**src/rtl/core/zam_pkg.sv**
```systemverilog
`timescale 1ns / 1ps
// ---------------------------------------------------------------------------
// zam_pkg
// Shared types, operation codes and default sizes of the bytecode execute unit.
// ---------------------------------------------------------------------------
package zam_pkg;

	localparam int STACK_DEPTH_DEF  = 256;
	localparam int GLOBAL_SLOTS_DEF = 64;
	localparam int WORD_BITS_DEF    = 32;
	localparam int PC_BITS_DEF      = 16;

	localparam int ACTION_BITS  = 6;
	localparam int OPERAND_BITS = 32;
	localparam int CFG_BITS     = 16;
	localparam int FAULT_BITS   = 3;
	localparam int LEN_BITS     = 3;
	localparam int GUARD_SLOTS  = 8;
	localparam int QUEUE_DEPTH  = 2;

	localparam logic [CFG_BITS-1:0] YIELD_RESET = 16'd1000;

	// dense operation codes
	localparam logic [ACTION_BITS-1:0] OP_CONST0      = 6'd0;
	localparam logic [ACTION_BITS-1:0] OP_CONST3      = 6'd3;
	localparam logic [ACTION_BITS-1:0] OP_CONSTINT    = 6'd4;
	localparam logic [ACTION_BITS-1:0] OP_ACC0        = 6'd5;
	localparam logic [ACTION_BITS-1:0] OP_ACC7        = 6'd12;
	localparam logic [ACTION_BITS-1:0] OP_ACC         = 6'd13;
	localparam logic [ACTION_BITS-1:0] OP_PUSH        = 6'd14;
	localparam logic [ACTION_BITS-1:0] OP_PUSHACC0    = 6'd15;
	localparam logic [ACTION_BITS-1:0] OP_PUSHACC1    = 6'd16;
	localparam logic [ACTION_BITS-1:0] OP_PUSHACC3    = 6'd18;
	localparam logic [ACTION_BITS-1:0] OP_PUSHACC     = 6'd19;
	localparam logic [ACTION_BITS-1:0] OP_POP         = 6'd20;
	localparam logic [ACTION_BITS-1:0] OP_ASSIGN      = 6'd21;
	localparam logic [ACTION_BITS-1:0] OP_ADD         = 6'd22;
	localparam logic [ACTION_BITS-1:0] OP_SUB         = 6'd23;
	localparam logic [ACTION_BITS-1:0] OP_MUL         = 6'd24;
	localparam logic [ACTION_BITS-1:0] OP_DIV         = 6'd25;
	localparam logic [ACTION_BITS-1:0] OP_MOD         = 6'd26;
	localparam logic [ACTION_BITS-1:0] OP_NEG         = 6'd27;
	localparam logic [ACTION_BITS-1:0] OP_OFFSETINT   = 6'd28;
	localparam logic [ACTION_BITS-1:0] OP_AND         = 6'd29;
	localparam logic [ACTION_BITS-1:0] OP_OR          = 6'd30;
	localparam logic [ACTION_BITS-1:0] OP_XOR         = 6'd31;
	localparam logic [ACTION_BITS-1:0] OP_LSL         = 6'd32;
	localparam logic [ACTION_BITS-1:0] OP_LSR         = 6'd33;
	localparam logic [ACTION_BITS-1:0] OP_ASR         = 6'd34;
	localparam logic [ACTION_BITS-1:0] OP_EQ          = 6'd35;
	localparam logic [ACTION_BITS-1:0] OP_NEQ         = 6'd36;
	localparam logic [ACTION_BITS-1:0] OP_LT          = 6'd37;
	localparam logic [ACTION_BITS-1:0] OP_LE          = 6'd38;
	localparam logic [ACTION_BITS-1:0] OP_GT          = 6'd39;
	localparam logic [ACTION_BITS-1:0] OP_GE          = 6'd40;
	localparam logic [ACTION_BITS-1:0] OP_BRANCH      = 6'd41;
	localparam logic [ACTION_BITS-1:0] OP_BRANCHIF    = 6'd42;
	localparam logic [ACTION_BITS-1:0] OP_BRANCHIFNOT = 6'd43;
	localparam logic [ACTION_BITS-1:0] OP_STOP        = 6'd44;
	localparam logic [ACTION_BITS-1:0] OP_GETGLOBAL   = 6'd45;
	localparam logic [ACTION_BITS-1:0] OP_SETGLOBAL   = 6'd46;
	localparam logic [ACTION_BITS-1:0] OP_ATOM0       = 6'd47;

	typedef enum logic [FAULT_BITS-1:0] {
		FAULT_NONE,
		FAULT_PUSH_OVF,
		FAULT_POP_UNF,
		FAULT_DIV_ZERO,
		FAULT_GLOBAL,
		FAULT_UNIMPL,
		FAULT_GUARD,
		FAULT_HALTED
	} fault_t;

	typedef enum logic [3:0] {
		CLS_CONST,
		CLS_CONSTINT,
		CLS_ACC,
		CLS_PUSH,
		CLS_POP,
		CLS_ASSIGN,
		CLS_ARITH,
		CLS_MDU,
		CLS_SHIFT,
		CLS_CMP,
		CLS_BRANCH,
		CLS_STOP,
		CLS_GETG,
		CLS_SETG,
		CLS_NOP,
		CLS_BAD
	} cls_t;

	typedef enum logic [1:0] {
		MDU_MUL,
		MDU_DIV,
		MDU_MOD
	} mdu_op_t;

	typedef enum logic [1:0] {
		B_IDLE,
		B_READ,
		B_EXEC,
		B_MDU
	} back_state_t;

	// one classified instruction on its way from front to back
	typedef struct packed {
		logic [ACTION_BITS-1:0]  action;
		logic [OPERAND_BITS-1:0] operand;
		cls_t                    cls;
		logic                    pops;   // binary op: pops its stack operand
		logic [LEN_BITS-1:0]     len;    // pc advance when not branching
	} insn_t;

endpackage

```
**src/rtl/core/zam_front.sv**
```systemverilog
`timescale 1ns / 1ps
// ---------------------------------------------------------------------------
// zam_front
// Accept instructions, classify them and hold them in a short queue.
// ---------------------------------------------------------------------------
module zam_front (
	input  logic                               clk,
	input  logic                               arst_n,
	input  logic                               item_valid,
	output logic                               item_ready,
	input  logic [zam_pkg::ACTION_BITS-1:0]    action,
	input  logic [zam_pkg::OPERAND_BITS-1:0]   operand,
	output logic                               insn_valid,
	input  logic                               insn_ready,
	output zam_pkg::insn_t                     insn
);

	localparam int QAW = $clog2(zam_pkg::QUEUE_DEPTH);
	localparam int QCW = $clog2(zam_pkg::QUEUE_DEPTH + 1);

	zam_pkg::insn_t fifo_q [zam_pkg::QUEUE_DEPTH];
	logic [QAW-1:0] wr_ptr_q, rd_ptr_q;
	logic [QCW-1:0] count_q;
	zam_pkg::insn_t dec;
	logic           push, pop;

	always_comb begin
		dec.action  = action;
		dec.operand = operand;
		dec.cls     = zam_pkg::CLS_BAD;
		dec.pops    = 1'b0;
		dec.len     = '0;
		priority if (action <= zam_pkg::OP_CONST3) begin
			dec.cls = zam_pkg::CLS_CONST;    dec.len = 3'd1;
		end else if (action == zam_pkg::OP_CONSTINT) begin
			dec.cls = zam_pkg::CLS_CONSTINT; dec.len = 3'd5;
		end else if (action <= zam_pkg::OP_ACC7) begin
			dec.cls = zam_pkg::CLS_ACC;      dec.len = 3'd1;
		end else if (action == zam_pkg::OP_ACC) begin
			dec.cls = zam_pkg::CLS_ACC;      dec.len = 3'd2;
		end else if (action <= zam_pkg::OP_PUSHACC3) begin
			dec.cls = zam_pkg::CLS_PUSH;     dec.len = 3'd1;
		end else if (action == zam_pkg::OP_PUSHACC) begin
			dec.cls = zam_pkg::CLS_PUSH;     dec.len = 3'd2;
		end else if (action == zam_pkg::OP_POP) begin
			dec.cls = zam_pkg::CLS_POP;      dec.len = 3'd3;
		end else if (action == zam_pkg::OP_ASSIGN) begin
			dec.cls = zam_pkg::CLS_ASSIGN;   dec.len = 3'd2;
		end else if (action <= zam_pkg::OP_SUB) begin
			dec.cls = zam_pkg::CLS_ARITH;    dec.len = 3'd1; dec.pops = 1'b1;
		end else if (action <= zam_pkg::OP_MOD) begin
			dec.cls = zam_pkg::CLS_MDU;      dec.len = 3'd1; dec.pops = 1'b1;
		end else if (action == zam_pkg::OP_NEG) begin
			dec.cls = zam_pkg::CLS_ARITH;    dec.len = 3'd1;
		end else if (action == zam_pkg::OP_OFFSETINT) begin
			dec.cls = zam_pkg::CLS_ARITH;    dec.len = 3'd2;
		end else if (action <= zam_pkg::OP_XOR) begin
			dec.cls = zam_pkg::CLS_ARITH;    dec.len = 3'd1; dec.pops = 1'b1;
		end else if (action <= zam_pkg::OP_ASR) begin
			dec.cls = zam_pkg::CLS_SHIFT;    dec.len = 3'd1; dec.pops = 1'b1;
		end else if (action <= zam_pkg::OP_GE) begin
			dec.cls = zam_pkg::CLS_CMP;      dec.len = 3'd1; dec.pops = 1'b1;
		end else if (action <= zam_pkg::OP_BRANCHIFNOT) begin
			dec.cls = zam_pkg::CLS_BRANCH;   dec.len = 3'd5;
		end else if (action == zam_pkg::OP_STOP) begin
			dec.cls = zam_pkg::CLS_STOP;     dec.len = 3'd1;
		end else if (action == zam_pkg::OP_GETGLOBAL) begin
			dec.cls = zam_pkg::CLS_GETG;     dec.len = 3'd5;
		end else if (action == zam_pkg::OP_SETGLOBAL) begin
			dec.cls = zam_pkg::CLS_SETG;     dec.len = 3'd5;
		end else if (action == zam_pkg::OP_ATOM0) begin
			dec.cls = zam_pkg::CLS_NOP;      dec.len = 3'd5;
		end else begin
			dec.cls = zam_pkg::CLS_BAD;
		end
	end

	assign item_ready = (count_q != QCW'(zam_pkg::QUEUE_DEPTH));
	assign insn_valid = (count_q != '0);
	assign push       = item_valid && item_ready;
	assign pop        = insn_valid && insn_ready;
	assign insn       = fifo_q[rd_ptr_q];

	always_ff @(posedge clk or negedge arst_n) begin
		if (!arst_n) begin
			wr_ptr_q <= '0;
			rd_ptr_q <= '0;
			count_q  <= '0;
		end else begin
			if (push) begin
				wr_ptr_q <= wr_ptr_q + QAW'(1);
			end
			if (pop) begin
				rd_ptr_q <= rd_ptr_q + QAW'(1);
			end
			if (push && !pop) begin
				count_q <= count_q + QCW'(1);
			end else if (pop && !push) begin
				count_q <= count_q - QCW'(1);
			end
		end
	end

	always_ff @(posedge clk) begin
		if (push) begin
			fifo_q[wr_ptr_q] <= dec;
		end
	end

endmodule

```
**config.mk**
```make
export PLATFORM = sky130hd
export DESIGN_NAME = zam_front
export DESIGN_NICKNAME = d
export VERILOG_FILES = /design/src/rtl/core/zam_pkg.sv /design/src/rtl/core/zam_front.sv
export SDC_FILE = /design/constraint.sdc
export NUM_CORES = 1
export LEC_CHECK = 0
export ABC_AREA = 1
export BUFFER_PORTS_ARGS = -buffer_cell sky130_fd_sc_hd__buf_4
export CELL_PAD_IN_SITES_DETAIL_PLACEMENT = 0
export CELL_PAD_IN_SITES_GLOBAL_PLACEMENT = 1
export CORE_MARGIN = 2
export CORE_UTILIZATION = 42
export DETAILED_ROUTE_END_ITERATION = 6
export PLACE_DENSITY = 0.76
export SKIP_CTS_REPAIR_TIMING = 1
export SLEW_MARGIN = 20
export SYNTH_ARGS = -nofsm -noshare
export SYNTH_HDL_FRONTEND = slang
export SYNTH_SLANG_ARGS = --single-unit
```
**constraint.sdc**
```tcl
create_clock -name clk -period 3.9 [get_ports clk]
set_clock_uncertainty 0.15 [all_clocks]
set_input_delay 0 -clock clk [delete_from_list [all_inputs] [get_ports clk]]
set_output_delay 0 -clock clk [all_outputs]
set_load 0.02 [all_outputs]
```
**Yosys cells after proc, flatten, opt, wreduce, memory -nomap -nowiden**

Memories as Yosys holds them, arrays and structs flattened.
Cells that the tools add are included.

- Register bits after elaboration: 4
- RAM bits: 92
- Memories: 1

Memories:

| memory | depth | bits a word | read ports | clocked after memory_dff | write ports | line | source |
|---|---|---|---|---|---|---|---|
| fifo_q | 2 | 46 | 1 | 0 | 1 | zam_front.sv:21 | `zam_pkg::insn_t fifo_q [zam_pkg::QUEUE_DEPTH];` |

- Add/subtract/negate cells: 4
- $lt $le $gt $ge: 9
- Equal/unequal tests: 12
- Multiplexer cells: 51
- Reductions and logical operators: 8

Operators with widths:

| operator | number |
|---|---|
| $mux 4 | 15 |
| $mux 3 | 16 |
| $mux 8 | 4 |
| $eq 6x5->1 const B | 5 |
| $eq 6x6->1 const B | 4 |
| $le 6x5->1 const B | 4 |
| $le 6x6->1 const B | 3 |
| $mux 1 | 14 |
| $eq 6x3->1 const B | 1 |
| $eq 6x4->1 const B | 1 |
| $le 6x2->1 const B | 1 |
| $le 6x4->1 const B | 1 |
| $logic_and 1x1->1 | 4 |
| $mux 2 | 2 |
| $reduce_bool 2->1 | 2 |
| $add 1x1->1 const B | 2 |
| $add 2x1->2 const B | 1 |
| $logic_not 1->1 | 2 |
| $ne 2x2->1 const B | 1 |
| $sub 2x1->2 const B | 1 |

**Longest topological paths before layout**

Gate-level depths: netlist of run 1.

- Depth after elaboration: 21
- Mapped depth: 11
- Depth with buffers taken out: 10

**Worst setup path before layout of run 1**

No wires, ideal clock.

- Path type: flip-flop to flip-flop
- Start point: reg count_q[0]
- End point: mem fifo_q[1][0] in the netlist's numbering, enable pin
- Arrival time: 2.676 ns
- Data required time: 3.299 ns
- Path slack: 0.623 ns
- Stages on the path, launching flop included: 5
- Period minus slack after synthesis: 3.277 ns
- Path through: dfrtp_1 > inv_1 > nand2_1 > nand2_1 > nor2_1

- Longest elaborated chain between the ends: 4

Ends and longest elaborated chain:

| item | line | source |
|---|---|---|
| start, declared | zam_front.sv:23 | `logic [QCW-1:0] count_q;` |
| start signal, assigned | zam_front.sv:97 | `count_q <= count_q + QCW'(1);` |
| start signal, assigned | zam_front.sv:99 | `count_q <= count_q - QCW'(1);` |
| $ne 2x2->1 | zam_front.sv:78 | `assign item_ready = (count_q != QCW'(zam_pkg::QUEUE_DEPTH));` |
| net item_ready | zam_front.sv:10 | `output logic item_ready,` |
| $logic_and 1x1->1 | zam_front.sv:80 | `assign push = item_valid && item_ready;` |
| $mux 1 | zam_front.sv:105 | `if (push) begin` |
| $mux 1 (not written as such) | zam_front.sv:106 | `fifo_q[wr_ptr_q] <= dec;` |
| end, declared | zam_front.sv:21 |  |

The timed path passes the listed nets, and every way through them passes these cells.

==> results of run 1 <==
kinds of logic (layout without fill, tap and decap cells):
family | count (synthesis) | after routing | synth area share (%)
simple gates | 190 | 190 | 19.3
buf+inv | 30 | 167 | 3.29
compound gates | 12 | 12 | 1.98
flops | 96 | 96 | 74.4
fa+ha+maj | 1 | 1 | 0.325
xor+xnor | 3 | 3 | 0.683
cell usage in the layout (no fill, tap or decap), types with 2 or more instances in the layout:
cell,count
nand2_1,160
buf_4,93
edfxtp_1,92
dlygate4sd3_1,41
inv_1,15
nor2_1,12
nand3_1,10
clkbuf_8,9
o21ai_0,4
dfrtp_1,4
clkinv_1,3
nor2_4,3
nor3_1,3
a21oi_1,2
o31ai_1,2
xor2_1,2
clkinv_4,2
metrics by stage:
step / instances / worst slack, ns
after global placement: 520 / 1.62
final: 577 / 0.840
after floorplan: 332 / 0.623
after global routing: 577 / 0.577
after detailed placement: 520 / 1.57
after CTS: 536 / 1.16
worst paths after layout:
kind                             from    endpoint  slack [ns]  cells after the start
max reg2reg                  rd_ptr_q    rd_ptr_q        1.45                      3
min in group asynchronous      arst_n  count_q[1]        0.41                      3
max in group asynchronous      arst_n    wr_ptr_q        2.99                      3
min                        item_valid    wr_ptr_q      -0.008                      5
max                          rd_ptr_q    insn[34]        0.84                      6
min reg2reg                count_q[0]  count_q[0]        0.33                      1
metal layers:
metal	part of all wire [%]	track usage (%)
met5	0	0
met4	1.7	6.32
met3	4.6	3.37
met2	47	24.6
met1	47	21.5
sequential cells by signal (all words and copies together) (netlist names):
| name | flops |
|---|---|
| rd_ptr_q | 1 |
| count_q | 2 |
| wr_ptr_q | 1 |
| fifo_q | 92 |
power breakdown:
| group | switching, mW | internal [mW] |
|---|---|---|
| Combinational | 0.967 | 0.549 |
| Sequential | 0.0557 | 1.41 |
| Clock | 0.321 | 0.294 |
| Total | 1.34 | 2.25 |
cell type report:
type                            instances  area (um2)  share of cell area [%]
Clock inverter                          6        60.1                    1.15
Multi-Input combinational cell        206         872                    16.7
Clock buffer                           10         128                    2.44
Sequential cell                        96        2860                    54.7
Inverter                               17        63.8                    1.22
Tap cell                              108         135                    2.58
Timing Repair Buffer                  134        1110                    21.2
critical path, delay by kind of cell (launching register included):
kind	cells	cell delay [ns]
buffers and inverters	4	2.06
AND/OR/NAND/NOR	2	0.14
flip-flops	1	0.33
==> reports/qor.yml, run 1 <==
maxSlewViolCount: 0
cts_buffers: 9
coreArea_mm2: 0.00881
rsz0062_at_grt: "false"
hold_slack_ns: -0.00841
synth_area_leaders: "edfxtp_1, nand2_1, dfrtp_1, inv_1, nor2_1"
total_power_mw: 3.60
drc: 0
num_io_pins: 90
fin_crit_sh_pct: 78.5
path_cells: "buf_4, clkinv_1, buf_4, nand2_1, nand2_1, buf_4"
rows: 34
max_slew_margin_pct: 30.2
worstSetupPathType: "register to output port"
antenna_found_initial: 0
status: "finished with violations"
synth.avg_cell_area_um2: 11.6
synth_top_area_share_pct: 71.8
slowest_stage: "clkinv_1"
cts.sinks: 96
synth_flop_cell: "edfxtp_1"
setup_tns_ns: 0
port_buffers: 89
first_global_vias: 2439
synth_top_area_cell: "edfxtp_1"
ys_seq_area_share_pct: 74.4
synth_edf_count: 92
clockBufferDepth: 2
antenna_left: 0
setup_viol: 0
hold_class: "input pin to register"
finalWeightedCongestion: 0.854
cpPeakStageDelay_ns: 0.96
ir_drop_v: 0.000276
synth_area_mm2: 0.00385
power.density_mw_per_mm2: 687
vias_per_cell: 4.69
overflow: 0
place_area_mm2: 0.00463
drive_above_1_share_pct: 23.5
grt_pass1_wl_mm: 11.9
place_hpwl_mm: 4.90
async_flop_share_pct: 4.17
fmax_mhz: 327
violations: "hold timing"
leakage_nw: 2.28
cp_max_fo: 47
cpMostUsedCell: "buf_4"
worstPathArrival_ns: 2.91
cts.htree.levels: 3
ys_seq_elements: 96
synth_common_cells: "nand2_1, edfxtp_1, inv_1, nor2_1, nand3_1"
syn-num-nets: 375
clk_latency_ns: 0.35
fill_cells: 725
initial_core_util_pct: 43.7
diodes: 0
cts_tree: "done"
yosysMostFrequentCell: "nand2_1"
fin_util_pct: 59.4
wire_per_inst_um: 13.5
drv_cap: 0
final_hold_viol_count: 1
fin_nets: 507
tightest_slew_ns: 1.04
first_iter_violations: 129
yosysWarnings: 0
path_clk_slew_ns: 0.09
crit_path_start_kind: "register"
grt_usage_pct: 15.7
die_h_um: 99.7
synth.distinct_cells: 26
drt-pass1-iter-count: 6
cp-end-kind: "output port"
design_area_mm2: 0.00523
vias: 2706
die_w_um: 99.7
grt_start_max_net_pins: 48
wirelength_mm: 7.81
post-route-min-period_ns: 3.06
cts_root_buf: "clkbuf_8"
area_delta_synth_final_pct: 36.0
syn_inst: 332
required_ns: 3.75
die-area_mm2: 0.00994
No activity file was read; power rests on OpenSTA's default activity.
==> run 2: changes to the inputs <==
==> constraint.sdc (replaced) <==
create_clock -name clk -period 2.9 [get_ports clk]
set_clock_uncertainty 0.15 [all_clocks]
set_input_delay 0 -clock clk [delete_from_list [all_inputs] [get_ports clk]]
set_output_delay 0 -clock clk [all_outputs]
set_load 0.02 [all_outputs]
==> run 2 against run 1 <==
Highest routed layer unchanged. The flow now finishes without violations. Total power rose by 37%. Via count fell by 0.15%. Hold slack improved by 0.24 ns. Sequential cell count did not move. Core utilization rose by 0.80 points. Final cell count rose by 0.87%. Clock power rose by 50%. Sequential share of layout area fell by 0.72 points. First-iteration DRC count fell by 12%. Critical endpoint is now fifo_q[1][21]. Routed wire length fell by 2.6%.
==> reports/qor.yml, run 2 (synthesis gave the netlist of run 1 again) <==
clk_latency_ns: 0.35  # about the same
antenna_left: 0  # unchanged
rsz0062_at_grt: "false"
largest_registers: "fifo_q: 92 flops, count_q: 2 flops"
die-area_mm2: 0.00994  # unchanged
power_frac_clock_pct: 18.7  # +1.6 points
cpPeakStageDelay_ns: 0.52  # -0.44 ns
clockBufferDepth: 2  # unchanged
power.density_mw_per_mm2: 933  # +36%
hp-start: "operand[21]"
setup.reg_to_reg.worst_slack_ns: 0.93  # -0.52 ns
fin_crit_sh_pct: 67.8
first_global_vias: 2494  # +2.3%
r2r_cells: 5  # +2
leakage_nw: 2.32  # +1.8%
drt-pass1-iter-count: 4  # -2
vias_per_cell: 4.64  # -1.0%
final_common_cell: "nand2_1"
grt_pass1_wl_mm: 11.8  # -0.24%
worstSetupPathType: "register to register"
cts.sinks: 96  # unchanged
fill_cells: 732  # +0.97%
first_iter_violations: 113  # -12%
cts_tree: "done"
cp_top_family: "simple AND/OR/NAND/NOR gates"
power_frac_seq_pct: 39.8  # -0.9 points
overflow: 0  # unchanged
startpoint: "count_q[0]"
place_hpwl_mm: 4.99  # +1.7%
ir_drop_v: 0.000523  # +90%
multi_input_area_um2: 872  # unchanged
fin_nets: 512  # +0.99%
regArea_mm2: 0.00286  # unchanged
worstPathArrival_ns: 1.88  # -1.03 ns
p_switching_mw: 1.81  # +34%
mostFrequentLayoutCells: "nand2_1, buf_4, edfxtp_1, dlygate4sd3_1, inv_1"
die_h_um: 99.7  # unchanged
worstReg2RegEnd: "fifo_q[1][21]"
port_buffers: 89  # unchanged
antenna_found_initial: 0  # unchanged
diodes: 0  # unchanged
finalWeightedCongestion: 0.869  # +1.8%
cts.htree.levels: 3  # unchanged
p_int_mw: 3.14  # +39%
min_path_cells: 2  # -3
largest_reg_flops: 92  # unchanged
required_ns: 2.81  # -0.94 ns
drive_above_1_share_pct: 24.5  # +1.0 points
setup_viol: 0  # unchanged
drv_cap: 0  # unchanged
cts_buffers: 9  # unchanged
path_buf_inv: 2  # -2
reg2reg_from: "count_q[0]"
wire_per_inst_um: 13.1  # -3.4%
hold_path_end: "fifo_q[1][29]"
fmax_mhz: 508
setup_tns_ns: 0  # unchanged
path_clk_slew_ns: 0.09  # about the same
regMostFlops: "fifo_q"
final_hold_viol_count: 0  # -1
tightest_slew_ns: 0.621  # -0.421 ns
swShare_pct: 36.6  # -0.82 points
num_io_pins: 90  # unchanged
cts_root_buf: "clkbuf_8"
vias: 2702  # -0.15%
post-route-min-period_ns: 1.97
hold_class: "input pin to register"
maxSlewViolCount: 0  # unchanged
max_slew_margin_pct: 58.5  # +28 points
grt_start_max_net_pins: 47  # -2.1%
crit_path_start_kind: "register"
area_delta_synth_final_pct: 37.8
path_cells: "inv_1, nand2_1, nand2_1, nor2_4, buf_4"
rows: 34  # unchanged
grt_usage_pct: 15.6  # -0.15 points
cpMostUsedCell: "nand2_1"
pwr-share-comb_pct: 41.5  # -0.7 points
initial_core_util_pct: 43.7  # unchanged
status: "complete, no violations"
wirelength_mm: 7.61  # -2.6%
total_power_mw: 4.94  # +37%
cp-end-kind: "register"
drc: 0  # unchanged
coreArea_mm2: 0.00881  # unchanged
die_w_um: 99.7  # unchanged
slowest_stage: "nor2_4"
cp_max_fo: 21  # -55%
run 2: cell count changes in the layout (fill, tap and decap cells not counted), sizes merged:
cell         previous run  this run
buf                    93        97
bufinv                  1         2
dlygate4sd3            41        42
clkinv                  6         2
clkinvlp                0         1
inv                    16        19
clkbuf                 10         9
run 2: cell type report:
cell class              count  share of cell area [%]
multi-input cells         206                    16.5
inverters                  17                    1.20
repair buffers            139                    21.7
clock inverters             7                    1.77
clock buffers               9                    2.34
well taps                 108                    2.55
flip-flops and latches     96                    54.0
run 2: how the worst max path moves through the flow:
stage,to,slack [ns],cells past startpoint
after floorplan,fifo_q[1][0],0.38,4
after global placement,fifo_q[1][28],0.96,5
after detailed placement,fifo_q[1][28],0.91,5
after CTS,fifo_q[1][26],0.89,5
after global routing,fifo_q[1][22],0.75,5
final,fifo_q[1][21],0.93,5
run 2: worst reg2reg max path, stage by stage (launching register included):
cell and delay [ns]:
dfrtp_1 0.38, inv_1 0.08, nand2_1 0.08, nand2_1 0.14
nor2_4 0.52, buf_4 0.33
run 2: power groups by stage:
| stage | logic (mW) | registers, mW | clock network (mW) |
|---|---|---|---|
| 2_1_floorplan | 1.17 | 1.99 | 0 |
| 3_3_place_gp | 2.02 | 2.00 | 0 |
| 3_5_place_dp | 2.03 | 2.00 | 0 |
| 4_1_cts | 2.04 | 1.97 | 0.943 |
| 5_1_grt | 2.24 | 2.00 | 1.00 |
| 6_report | 2.05 | 1.97 | 0.923 |
run 2: layer usage:
metal  GRT usage (%)  share of wire, %  vias up
met5               0                 0        -
met4            5.06              0.53        0
met3            4.22               5.2        2
met2            27.1                50       75
met1            18.8                44     1247
li1                -                 -     1378
run 2: per-stage QoR:
step | worst slack (ns) | util, % | area [um2] | cells | hold WS (ns)
after floorplan | 0.378 | - | 3850 | 332 | -0.446
after global placement | 0.962 | 52.9 | 4660 | 524 | -0.349
after detailed placement | 0.913 | 52.9 | 4660 | 524 | -0.348
after CTS | 0.890 | 55.4 | 4880 | 540 | -0.735
after global routing | 0.747 | 60.2 | 5300 | 582 | 0.205
final | 0.933 | 60.2 | 5300 | 582 | 0.229
